`config.mk`:
```
export PLATFORM = sky130hd
export DESIGN_NAME = lru_key_value_cache_flat
export DESIGN_NICKNAME = d
export VERILOG_FILES = /design/src/lkv_pkg.sv /design/src/lkv_req_if.sv /design/src/lkv_rsp_if.sv /design/src/lkv_ctrl.sv /design/src/lkv_dpath.sv /design/src/lru_key_value_cache.sv /design/src/flat_wrapper.sv
export SDC_FILE = /design/constraint.sdc
export NUM_CORES = 2
export LEC_CHECK = 0
export BUFFER_PORTS_ARGS = -buffer_cell sky130_fd_sc_hd__buf_2
export CAP_MARGIN = 20
export CORE_UTILIZATION = 40
export CTS_CLUSTER_DIAMETER = 100
export DETAILED_ROUTE_END_ITERATION = 16
export GPL_TIMING_DRIVEN = 0
export HOLD_SLACK_MARGIN = 0.06
export SLEW_MARGIN = 15
export SYNTH_ARGS = -nofsm -noshare
export SYNTH_HDL_FRONTEND = slang
export SYNTH_SLANG_ARGS = --single-unit
```
`constraint.sdc`:
```
create_clock -name clock -period 13.27 [get_ports clock]
set_clock_uncertainty 0.2 [all_clocks]
set_input_delay 0 -clock clock [delete_from_list [all_inputs] [get_ports clock]]
set_output_delay 0 -clock clock [all_outputs]
set_load 0.1 [all_outputs]
```
`src/lkv_pkg.sv`:
```
`timescale 1ns / 1ps
package lkv_pkg;

   localparam int DEF_ENTRIES    = 16;
   localparam int DEF_KEY_BITS   = 31;
   localparam int DEF_VALUE_BITS = 31;

   localparam int             CAP_BITS  = 5;
   localparam logic [CAP_BITS-1:0] CAP_RESET = 5'd16;

   localparam logic OP_GET = 1'b0;
   localparam logic OP_PUT = 1'b1;

   typedef enum logic [1:0] {
      ST_IDLE,
      ST_COMPARE,
      ST_UPDATE
   } lkv_state_type;

   // controller -> datapath
   typedef struct packed {
      logic load;
      logic compare;
      logic update;
   } lkv_cmd_type;

   // datapath -> controller
   typedef struct packed {
      logic is_get;
      logic out_blocked;
   } lkv_status_type;

endpackage

```
`src/lkv_req_if.sv`:
```
`timescale 1ns / 1ps
interface lkv_req_if #(
   parameter int KEY_BITS   = lkv_pkg::DEF_KEY_BITS,
   parameter int VALUE_BITS = lkv_pkg::DEF_VALUE_BITS
);
   logic                  valid;
   logic                  ready;
   logic                  opcode;
   logic [KEY_BITS-1:0]   key;
   logic [VALUE_BITS-1:0] value;

   modport source (output valid, output opcode, output key, output value, input ready);
   modport sink   (input valid, input opcode, input key, input value, output ready);
endinterface

```
`src/lkv_rsp_if.sv`:
```
`timescale 1ns / 1ps
interface lkv_rsp_if #(
   parameter int VALUE_BITS = lkv_pkg::DEF_VALUE_BITS
);
   logic                  valid;
   logic                  ready;
   logic                  hit;
   logic [VALUE_BITS-1:0] read_value;

   modport source (output valid, output hit, output read_value, input ready);
   modport sink   (input valid, input hit, input read_value, output ready);
endinterface

```
`src/lkv_ctrl.sv`:
```
`timescale 1ns / 1ps
module lkv_ctrl (
   input  logic                    clock,
   input  logic                    reset,
   input  logic                    req_valid,
   output logic                    req_ready,
   input  lkv_pkg::lkv_status_type status,
   output lkv_pkg::lkv_cmd_type    cmd
);

   lkv_pkg::lkv_state_type state_ff, state_in;
   logic                   stall;

   // a get cannot retire while the previous response is still unread
   assign stall = status.is_get && status.out_blocked;

   always_ff @(posedge clock) begin
      if (reset) begin
         state_ff <= lkv_pkg::ST_IDLE;
      end else begin
         state_ff <= state_in;
      end
   end

   always_comb begin
      state_in = state_ff;
      unique case (state_ff)
         lkv_pkg::ST_IDLE: begin
            if (req_valid) state_in = lkv_pkg::ST_COMPARE;
         end
         lkv_pkg::ST_COMPARE: begin
            state_in = lkv_pkg::ST_UPDATE;
         end
         lkv_pkg::ST_UPDATE: begin
            if (!stall) state_in = req_valid ? lkv_pkg::ST_COMPARE : lkv_pkg::ST_IDLE;
         end
         default: begin
            state_in = lkv_pkg::ST_IDLE;
         end
      endcase
   end

   always_comb begin
      req_ready   = 1'b0;
      cmd.compare = 1'b0;
      cmd.update  = 1'b0;
      unique case (state_ff)
         lkv_pkg::ST_IDLE: begin
            req_ready = 1'b1;
         end
         lkv_pkg::ST_COMPARE: begin
            cmd.compare = 1'b1;
         end
         lkv_pkg::ST_UPDATE: begin
            req_ready  = !stall;
            cmd.update = !stall;
         end
         default: begin
            req_ready = 1'b0;
         end
      endcase
      cmd.load = req_valid && req_ready;
   end

endmodule

```
`src/lkv_dpath.sv`:
```
`timescale 1ns / 1ps
module lkv_dpath #(
   parameter int ENTRIES    = lkv_pkg::DEF_ENTRIES,
   parameter int KEY_BITS   = lkv_pkg::DEF_KEY_BITS,
   parameter int VALUE_BITS = lkv_pkg::DEF_VALUE_BITS
) (
   input  logic                         clock,
   input  logic                         reset,
   input  lkv_pkg::lkv_cmd_type         cmd,
   output lkv_pkg::lkv_status_type      status,
   input  logic                         csr_write_enable,
   input  logic [lkv_pkg::CAP_BITS-1:0] csr_write_data,
   input  logic                         req_opcode,
   input  logic [KEY_BITS-1:0]          req_key,
   input  logic [VALUE_BITS-1:0]        req_value,
   output logic                         rsp_valid,
   input  logic                         rsp_ready,
   output logic                         rsp_hit,
   output logic [VALUE_BITS-1:0]        rsp_read_value
);

   localparam int IDX_W = $clog2(ENTRIES);
   localparam int OCC_W = $clog2(ENTRIES + 1);
   localparam int CMP_W = (OCC_W > lkv_pkg::CAP_BITS) ? OCC_W : lkv_pkg::CAP_BITS;

   // request word
   logic                  op_ff;
   logic [KEY_BITS-1:0]   key_ff;
   logic [VALUE_BITS-1:0] val_ff;

   // entry state
   logic [KEY_BITS-1:0]   keys_ff  [ENTRIES];
   logic [IDX_W-1:0]      age_ff   [ENTRIES];
   logic [IDX_W-1:0]      age_in   [ENTRIES];
   logic [ENTRIES-1:0]    valid_ff, valid_in;
   logic [OCC_W-1:0]      occ_ff, occ_in;
   logic [VALUE_BITS-1:0] val_mem  [ENTRIES];

   logic [lkv_pkg::CAP_BITS-1:0] cap_ff;

   // lookup result
   logic                  hit_ff;
   logic [IDX_W-1:0]      hit_idx_ff;
   logic [IDX_W-1:0]      hit_age_ff;
   logic [VALUE_BITS-1:0] rd_data_ff;

   // response word
   logic                  rsp_valid_ff;
   logic                  rsp_hit_ff;
   logic [VALUE_BITS-1:0] rsp_value_ff;

   logic [ENTRIES-1:0] match;
   logic [IDX_W-1:0]   match_idx, match_age;
   logic [IDX_W-1:0]   victim_idx, free_idx, slot;
   logic [IDX_W-1:0]   oldest_age;
   logic [CMP_W-1:0]   cap_eff;
   logic               evict, do_put, do_insert;
   logic               mem_we;
   logic [IDX_W-1:0]   mem_addr;

   always_ff @(posedge clock) begin
      if (reset) begin
         cap_ff <= lkv_pkg::CAP_RESET;
      end else if (csr_write_enable) begin
         cap_ff <= csr_write_data;
      end
   end

   always_comb begin
      cap_eff = CMP_W'(cap_ff);
      if (cap_ff == '0) begin
         cap_eff = CMP_W'(1);
      end else if (CMP_W'(cap_ff) > CMP_W'(ENTRIES)) begin
         cap_eff = CMP_W'(ENTRIES);
      end
   end

   always_ff @(posedge clock) begin
      if (cmd.load) begin
         op_ff  <= req_opcode;
         key_ff <= req_key;
         val_ff <= req_value;
      end
   end

   // parallel key compare; valid keys are distinct, so at most one match
   always_comb begin
      match_idx = '0;
      match_age = '0;
      for (int i = 0; i < ENTRIES; i++) begin
         match[i] = valid_ff[i] && (keys_ff[i] == key_ff);
         if (match[i]) begin
            match_idx = match_idx | IDX_W'(i);
            match_age = match_age | age_ff[i];
         end
      end
   end

   always_ff @(posedge clock) begin
      if (cmd.compare) begin
         hit_ff     <= |match;
         hit_idx_ff <= match_idx;
         hit_age_ff <= match_age;
         rd_data_ff <= val_mem[match_idx];
      end
      if (mem_we) begin
         val_mem[mem_addr] <= val_ff;
      end
   end

   // ranks of valid entries are 0..occ-1, so the oldest holds occ-1
   assign oldest_age = IDX_W'(occ_ff - OCC_W'(1));

   always_comb begin
      victim_idx = '0;
      free_idx   = '0;
      for (int i = 0; i < ENTRIES; i++) begin
         if (valid_ff[i] && (age_ff[i] == oldest_age)) begin
            victim_idx = victim_idx | IDX_W'(i);
         end
      end
      for (int i = ENTRIES - 1; i >= 0; i--) begin
         if (!valid_ff[i]) free_idx = IDX_W'(i);
      end
   end

   assign do_put    = cmd.update && (op_ff == lkv_pkg::OP_PUT);
   assign evict     = CMP_W'(occ_ff) >= cap_eff;
   assign do_insert = do_put && !hit_ff;
   // evicted slot is reused for the new key
   assign slot      = evict ? victim_idx : free_idx;
   assign mem_we    = do_put;
   assign mem_addr  = hit_ff ? hit_idx_ff : slot;

   always_comb begin
      valid_in = valid_ff;
      occ_in   = occ_ff;
      for (int i = 0; i < ENTRIES; i++) begin
         age_in[i] = age_ff[i];
         if (cmd.update && hit_ff) begin
            if (IDX_W'(i) == hit_idx_ff) begin
               age_in[i] = '0;
            end else if (valid_ff[i] && (age_ff[i] < hit_age_ff)) begin
               age_in[i] = age_ff[i] + IDX_W'(1);
            end
         end else if (do_insert) begin
            if (IDX_W'(i) == slot) begin
               valid_in[i] = 1'b1;
               age_in[i]   = '0;
            end else if (valid_ff[i]) begin
               age_in[i] = age_ff[i] + IDX_W'(1);
            end
         end
      end
      if (do_insert && !evict) occ_in = occ_ff + OCC_W'(1);
   end

   always_ff @(posedge clock) begin
      if (reset) begin
         valid_ff <= '0;
         occ_ff   <= '0;
         for (int i = 0; i < ENTRIES; i++) age_ff[i] <= '0;
      end else begin
         valid_ff <= valid_in;
         occ_ff   <= occ_in;
         for (int i = 0; i < ENTRIES; i++) age_ff[i] <= age_in[i];
      end
   end

   always_ff @(posedge clock) begin
      for (int i = 0; i < ENTRIES; i++) begin
         if (do_insert && (IDX_W'(i) == slot)) keys_ff[i] <= key_ff;
      end
   end

   always_ff @(posedge clock) begin
      if (reset) begin
         rsp_valid_ff <= 1'b0;
      end else if (cmd.update && (op_ff == lkv_pkg::OP_GET)) begin
         rsp_valid_ff <= 1'b1;
      end else if (rsp_ready) begin
         rsp_valid_ff <= 1'b0;
      end
   end

   always_ff @(posedge clock) begin
      if (cmd.update && (op_ff == lkv_pkg::OP_GET)) begin
         rsp_hit_ff   <= hit_ff;
         rsp_value_ff <= hit_ff ? rd_data_ff : '0;
      end
   end

   assign status.is_get      = (op_ff == lkv_pkg::OP_GET);
   assign status.out_blocked = rsp_valid_ff && !rsp_ready;

   assign rsp_valid      = rsp_valid_ff;
   assign rsp_hit        = rsp_hit_ff;
   assign rsp_read_value = rsp_value_ff;

endmodule

```
`src/lru_key_value_cache.sv`:
```
`timescale 1ns / 1ps
// Flow: a get word's response is registered after the key compare state and the
//   recency/valid update state over the entry table. A new word is taken only in idle
//   or in the update state of the previous word; a get waits in that state while the response
//   register is still held by the sink.
// Reset: synchronous, active high; clears valid marks, ages, occupancy, and sets
//   capacity to 16. Key and value storage is not cleared; no clearing pass.
module lru_key_value_cache #(
   parameter int ENTRIES    = lkv_pkg::DEF_ENTRIES,
   parameter int KEY_BITS   = lkv_pkg::DEF_KEY_BITS,
   parameter int VALUE_BITS = lkv_pkg::DEF_VALUE_BITS
) (
   input  logic                         clock,
   input  logic                         reset,
   input  logic                         csr_write_enable,
   input  logic [lkv_pkg::CAP_BITS-1:0] csr_write_data,
   lkv_req_if.sink                      req_chan,
   lkv_rsp_if.source                    rsp_chan
);

   lkv_pkg::lkv_cmd_type    cmd;
   lkv_pkg::lkv_status_type status;

   lkv_ctrl u_ctrl (
      .clock     (clock),
      .reset     (reset),
      .req_valid (req_chan.valid),
      .req_ready (req_chan.ready),
      .status    (status),
      .cmd       (cmd)
   );

   lkv_dpath #(
      .ENTRIES    (ENTRIES),
      .KEY_BITS   (KEY_BITS),
      .VALUE_BITS (VALUE_BITS)
   ) u_dpath (
      .clock            (clock),
      .reset            (reset),
      .cmd              (cmd),
      .status           (status),
      .csr_write_enable (csr_write_enable),
      .csr_write_data   (csr_write_data),
      .req_opcode       (req_chan.opcode),
      .req_key          (req_chan.key),
      .req_value        (req_chan.value),
      .rsp_valid        (rsp_chan.valid),
      .rsp_ready        (rsp_chan.ready),
      .rsp_hit          (rsp_chan.hit),
      .rsp_read_value   (rsp_chan.read_value)
   );

endmodule

```
`src/flat_wrapper.sv`:
```
// flat-port wrapper written by rule: the top's interface ports become plain ports
module lru_key_value_cache_flat 
#(
   parameter int ENTRIES    = lkv_pkg::DEF_ENTRIES,
   parameter int KEY_BITS   = lkv_pkg::DEF_KEY_BITS,
   parameter int VALUE_BITS = lkv_pkg::DEF_VALUE_BITS
)
  (clock, reset, csr_write_enable, csr_write_data, req_chan_valid, req_chan_opcode, req_chan_key, req_chan_value, req_chan_ready, rsp_chan_valid, rsp_chan_hit, rsp_chan_read_value, rsp_chan_ready);
  lkv_req_if #(.KEY_BITS(KEY_BITS), .VALUE_BITS(VALUE_BITS)) req_chan_i ();
  lkv_rsp_if #(.VALUE_BITS(VALUE_BITS)) rsp_chan_i ();
  input  logic clock;
  input  logic reset;
  input  logic csr_write_enable;
  input  logic [lkv_pkg::CAP_BITS-1:0] csr_write_data;
  input wire logic [$bits(req_chan_i.valid)-1:0] req_chan_valid;
  input wire logic [$bits(req_chan_i.opcode)-1:0] req_chan_opcode;
  input wire logic [$bits(req_chan_i.key)-1:0] req_chan_key;
  input wire logic [$bits(req_chan_i.value)-1:0] req_chan_value;
  output wire logic [$bits(req_chan_i.ready)-1:0] req_chan_ready;
  output wire logic [$bits(rsp_chan_i.valid)-1:0] rsp_chan_valid;
  output wire logic [$bits(rsp_chan_i.hit)-1:0] rsp_chan_hit;
  output wire logic [$bits(rsp_chan_i.read_value)-1:0] rsp_chan_read_value;
  input wire logic [$bits(rsp_chan_i.ready)-1:0] rsp_chan_ready;
  assign req_chan_i.valid = req_chan_valid;
  assign req_chan_i.opcode = req_chan_opcode;
  assign req_chan_i.key = req_chan_key;
  assign req_chan_i.value = req_chan_value;
  assign req_chan_ready = req_chan_i.ready;
  assign rsp_chan_valid = rsp_chan_i.valid;
  assign rsp_chan_hit = rsp_chan_i.hit;
  assign rsp_chan_read_value = rsp_chan_i.read_value;
  assign rsp_chan_i.ready = rsp_chan_ready;
  lru_key_value_cache #(.ENTRIES(ENTRIES), .KEY_BITS(KEY_BITS), .VALUE_BITS(VALUE_BITS)) u_core (.clock(clock), .reset(reset), .csr_write_enable(csr_write_enable), .csr_write_data(csr_write_data), .req_chan(req_chan_i), .rsp_chan(rsp_chan_i));
endmodule
```
==> metrics.yaml <==
clocking:
  htree_num_levels: 4
  clk_path_buf_depth: 3
  cts_tree: "yes"
  hold_buffers: 153
  cts_sinks: 1220
  clock-root-buffer: "clkbuf_16"
  postCtsResizedCells: 0
  cts_setup_buffers: 0
  numCtsBuffers: 134
  clk_pin_slew_ns: 0.06
  worstSkewPairLatency_ns: 0.78
power:
  vdd_ir_drop_max_uv: 137
  seqPwrFrac: 0.520
  p_switching_mw: 1.81
  combPwrFrac: 0.041
  power_frac_clock: 0.439
  cellPowerDensity_nw_per_um2: 131
  p_sw_frac: 0.219
  p_leak_nw: 22.8
  total_power_mw: 8.25
  p_int_mw: 6.45
final_layout:
  final_nets: 3949
  multi_input_area_um2: 16100
  drive_gt1_frac: 0.145
  syn_to_final_growth_pct: 19.7
  fin_cells: 5648
  layout_commonest_cell: "edfxtp_1"
  fillCellCount: 11187
  final_core_util: 0.484
  num_antenna_cells: 0
  final-seq-area_um2: 35700
  final_cell_mix: "1127 x edfxtp_1, 486 x mux2i_1, 437 x xor2_1"
grt:
  antenna_found_initial: 5
  overflow: 0
  grt_pass1_vias: 29968
  grt_pass1_wl_um: 216000
  grt.total_usage: 0.231
  grt_max_degree: 38
logic_synthesis:
  synth-seq-area-share: 0.680
  synth_ff_type: "edfxtp_1"
  ys_top_cells_by_area: "edfxtp_1 64%, mux2i_1 9.3%, xor2_1 7.3%, dfxtp_1 3.5%, xnor2_1 2.4%"
  ys_seq_elements: 1220
  synth_edf_count: 1127
  yosysUniqueCellTypes: 76
  synthesis.area_um2: 52500
  synthCells: 3337
  yosysTopAreaCell: "edfxtp_1"
  synth_fp_nets: 3481
  synth_top_cell_area_share: 0.645
  yosysWarningCount: 0
  async_reset_ff_frac: 0
  avgSynthCellArea_um2: 15.7
placement:
  place_ws_ns: 7.26
  dp.cells: 5255
  gp_congestion: 0.933
  dp_hpwl_um: 100000
  portBuffers: 104
route:
  wl_per_cell_um: 27.0
  via_per_inst: 5.43
  dr.pass1.iters: 5
  wirelength_um: 152000
  vias: 30669
  drcViolationCount: 0
  postRouteAntennaNets: 0
  drt_iter0_drc: 3300
worst_hold_path:
  min_path_type: "input pin to flop"
  hold_end: "u_core.u_dpath.val_ff[11]$_DFFE_PP_"
  hold_path_depth: 3
  hp-start: "req_chan_value[11]"
die:
  rows: 132
  die_area_um2: 133000
  dieWidth_um: 364
  start_util: 0.404
  pin_count: 107
  die_h_um: 364
  core_um2: 130000
timing:
  setup_viol: 0
  slew_viol_final: 0
  fin_tns_setup_ns: 0
  relSlewSlack: 0.159
  max_freq_mhz: 164
  worst_slack_ns: 7.18
  period_share: 0.459
  worstMarginPinSlew_ns: 1.26
  min_period_ns: 6.09
  rsz0062_at_grt: "no"
  hold_viol: 0
setup_path:
  cp.arrival_ns: 6.35
  crit_slowest_cell: "edfxtp_1"
  crit_path_end_kind: "flop"
  cpLargestDelayFamily: "buffers and inverters"
  regToRegEndpoint: "u_core.u_dpath.rd_data_ff[5]$_DFFE_PN_"
  worst-path-stages: 15
  r2r-start: "u_core.u_dpath.key_ff[26]$_DFFE_PP_"
  path_class: "flop to flop"
  slowest_delay_ns: 1.13
  required_ns: 13.53
  path_common_cell: "mux2i_1"
  ff2ff_setup_slack_ns: 7.18
  cp-start-kind: "flop"
  reg2reg_depth: 15
  cp_cell_sequence: "buf_2, buf_4, xor2_1, nor4_1, nand4_1, nor4_1, buf_2, or4_1, nor2_1, buf_2, buf_4, mux2i_1, mux2i_1, mux2i_1, mux2i_1"
  worst-path-max-fanout: 17
  path_buf_inv: 5
outcome:
  outcome: "finished clean"
run:
  drv_cap: 0
[through the flow]
step | cell area [um^2] | hold WS, ns
6_report | 62800 | 0.269
5_1_grt | 62800 | 0.263
4_1_cts | 62800 | 0.209
3_5_place_dp | 57000 | -0.0219
3_3_place_gp | 55200 | -0.0240
2_1_floorplan | 52500 | -0.101
[worst max-delay path by stage]
stage	startpoint	end	slack, ns
final	u_core.u_dpath.key_ff[26]$_DFFE_PP_	u_core.u_dpath.rd_data_ff[5]$_DFFE_PN_	7.18
after global routing	u_core.u_dpath.key_ff[26]$_DFFE_PP_	u_core.u_dpath.rd_data_ff[5]$_DFFE_PN_	7.10
after CTS	u_core.u_dpath.occ_ff[0]$_SDFFE_PP0P_	u_core.u_dpath.val_mem[1][12]$_DFFE_PP_	7.22
after detailed placement	u_core.u_dpath.occ_ff[0]$_SDFFE_PP0P_	u_core.u_dpath.val_mem[1][12]$_DFFE_PP_	7.26
after global placement	u_core.u_dpath.occ_ff[0]$_SDFFE_PP0P_	u_core.u_dpath.val_mem[0][15]$_DFFE_PP_	5.20
after floorplan	u_core.u_dpath.occ_ff[0]$_SDFFE_PP0P_	u_core.u_dpath.val_mem[12][0]$_DFFE_PP_	8.01
[per-layer routing]
metal  global-route usage  vias up  wire, um
met5                    0        -         0
met4               0.0613        0      3500
met3               0.0488      215     11800
met2                0.369     1214     71300
met1                0.318    15740     65800
li1                     -    13500         -
[power groups by stage]
stage	clock, mW	combinational, mW	sequential (mW)
after global placement	0	0.257	4.39
after global routing	3.81	0.358	4.29
after CTS	3.67	0.334	4.29
final	3.62	0.341	4.29
after detailed placement	0	0.298	4.37
after floorplan	0	0.154	4.35
[state kept, by name (all words and copies together), names as in the netlist, 2 cells and up]
signal                         cells
u_core.u_dpath.key_ff             31
u_core.u_dpath.valid_ff           16
u_core.u_dpath.cap_ff              5
u_core.u_dpath.keys_ff           496
u_core.u_dpath.rd_data_ff         31
u_core.u_dpath.val_ff             31
u_core.u_dpath.rsp_read_value     31
u_core.u_dpath.age_ff             64
u_core.u_dpath.val_mem           496
u_core.u_dpath.hit_age_ff          4
u_core.u_dpath.hit_idx_ff          4
u_core.u_ctrl.state_ff             2
u_core.u_dpath.occ_ff              5
[Yosys cell counts (5+ instances only)]
cell and count:
a211o_1 8, a21o_1 5, a21oi_1 50, a221oi_1 10
a22o_1 8, a22oi_1 14, a311o_1 8, a31oi_1 11
and2_1 36, and3_1 16, buf_2 62, buf_4 56
clkbuf_1 23, dfxtp_1 93, edfxtp_1 1127, ha_1 71
inv_1 33, mux2i_1 486, nand2_1 60, nand2b_1 25
nand3_1 25, nand4_1 70, nor2_1 140, nor2b_1 28
nor3_1 21, nor4_1 116, o21ai_0 40, o21ai_1 5
or2_2 6, or3_1 12, or4_1 8, xnor2_1 143
xnor3_1 13, xor2_1 437
[tightest hold or removal path: stages]
cell	delay, ns
dlygate4sd3_1	0.51
buf_2	0.09
dlygate4sd3_1	0.52
[layout make-up]
class                      instances  share of cell area
inverter                          34             0.00203
timing repair buffer             332              0.0573
sequential                      1220               0.568
multi-input combinational       1934               0.256
tap                             1742              0.0347
buffer                           149              0.0140
clock buffer                     169              0.0583
clock inverter                    68             0.00930
[logic make-up (layout without fill, tap and decap cells)]
kind of cell    count (synthesis)  in the layout  share of synthesized area
xor+xnor                      598            598                      0.105
flops                        1220           1220                      0.680
buf+inv                       183            752                     0.0192
mux                           487            487                     0.0929
simple gates                  579            579                     0.0596
fa+ha+maj                      71             71                     0.0169
compound gates                199            199                     0.0267
(Power assumes the default switching activity.)
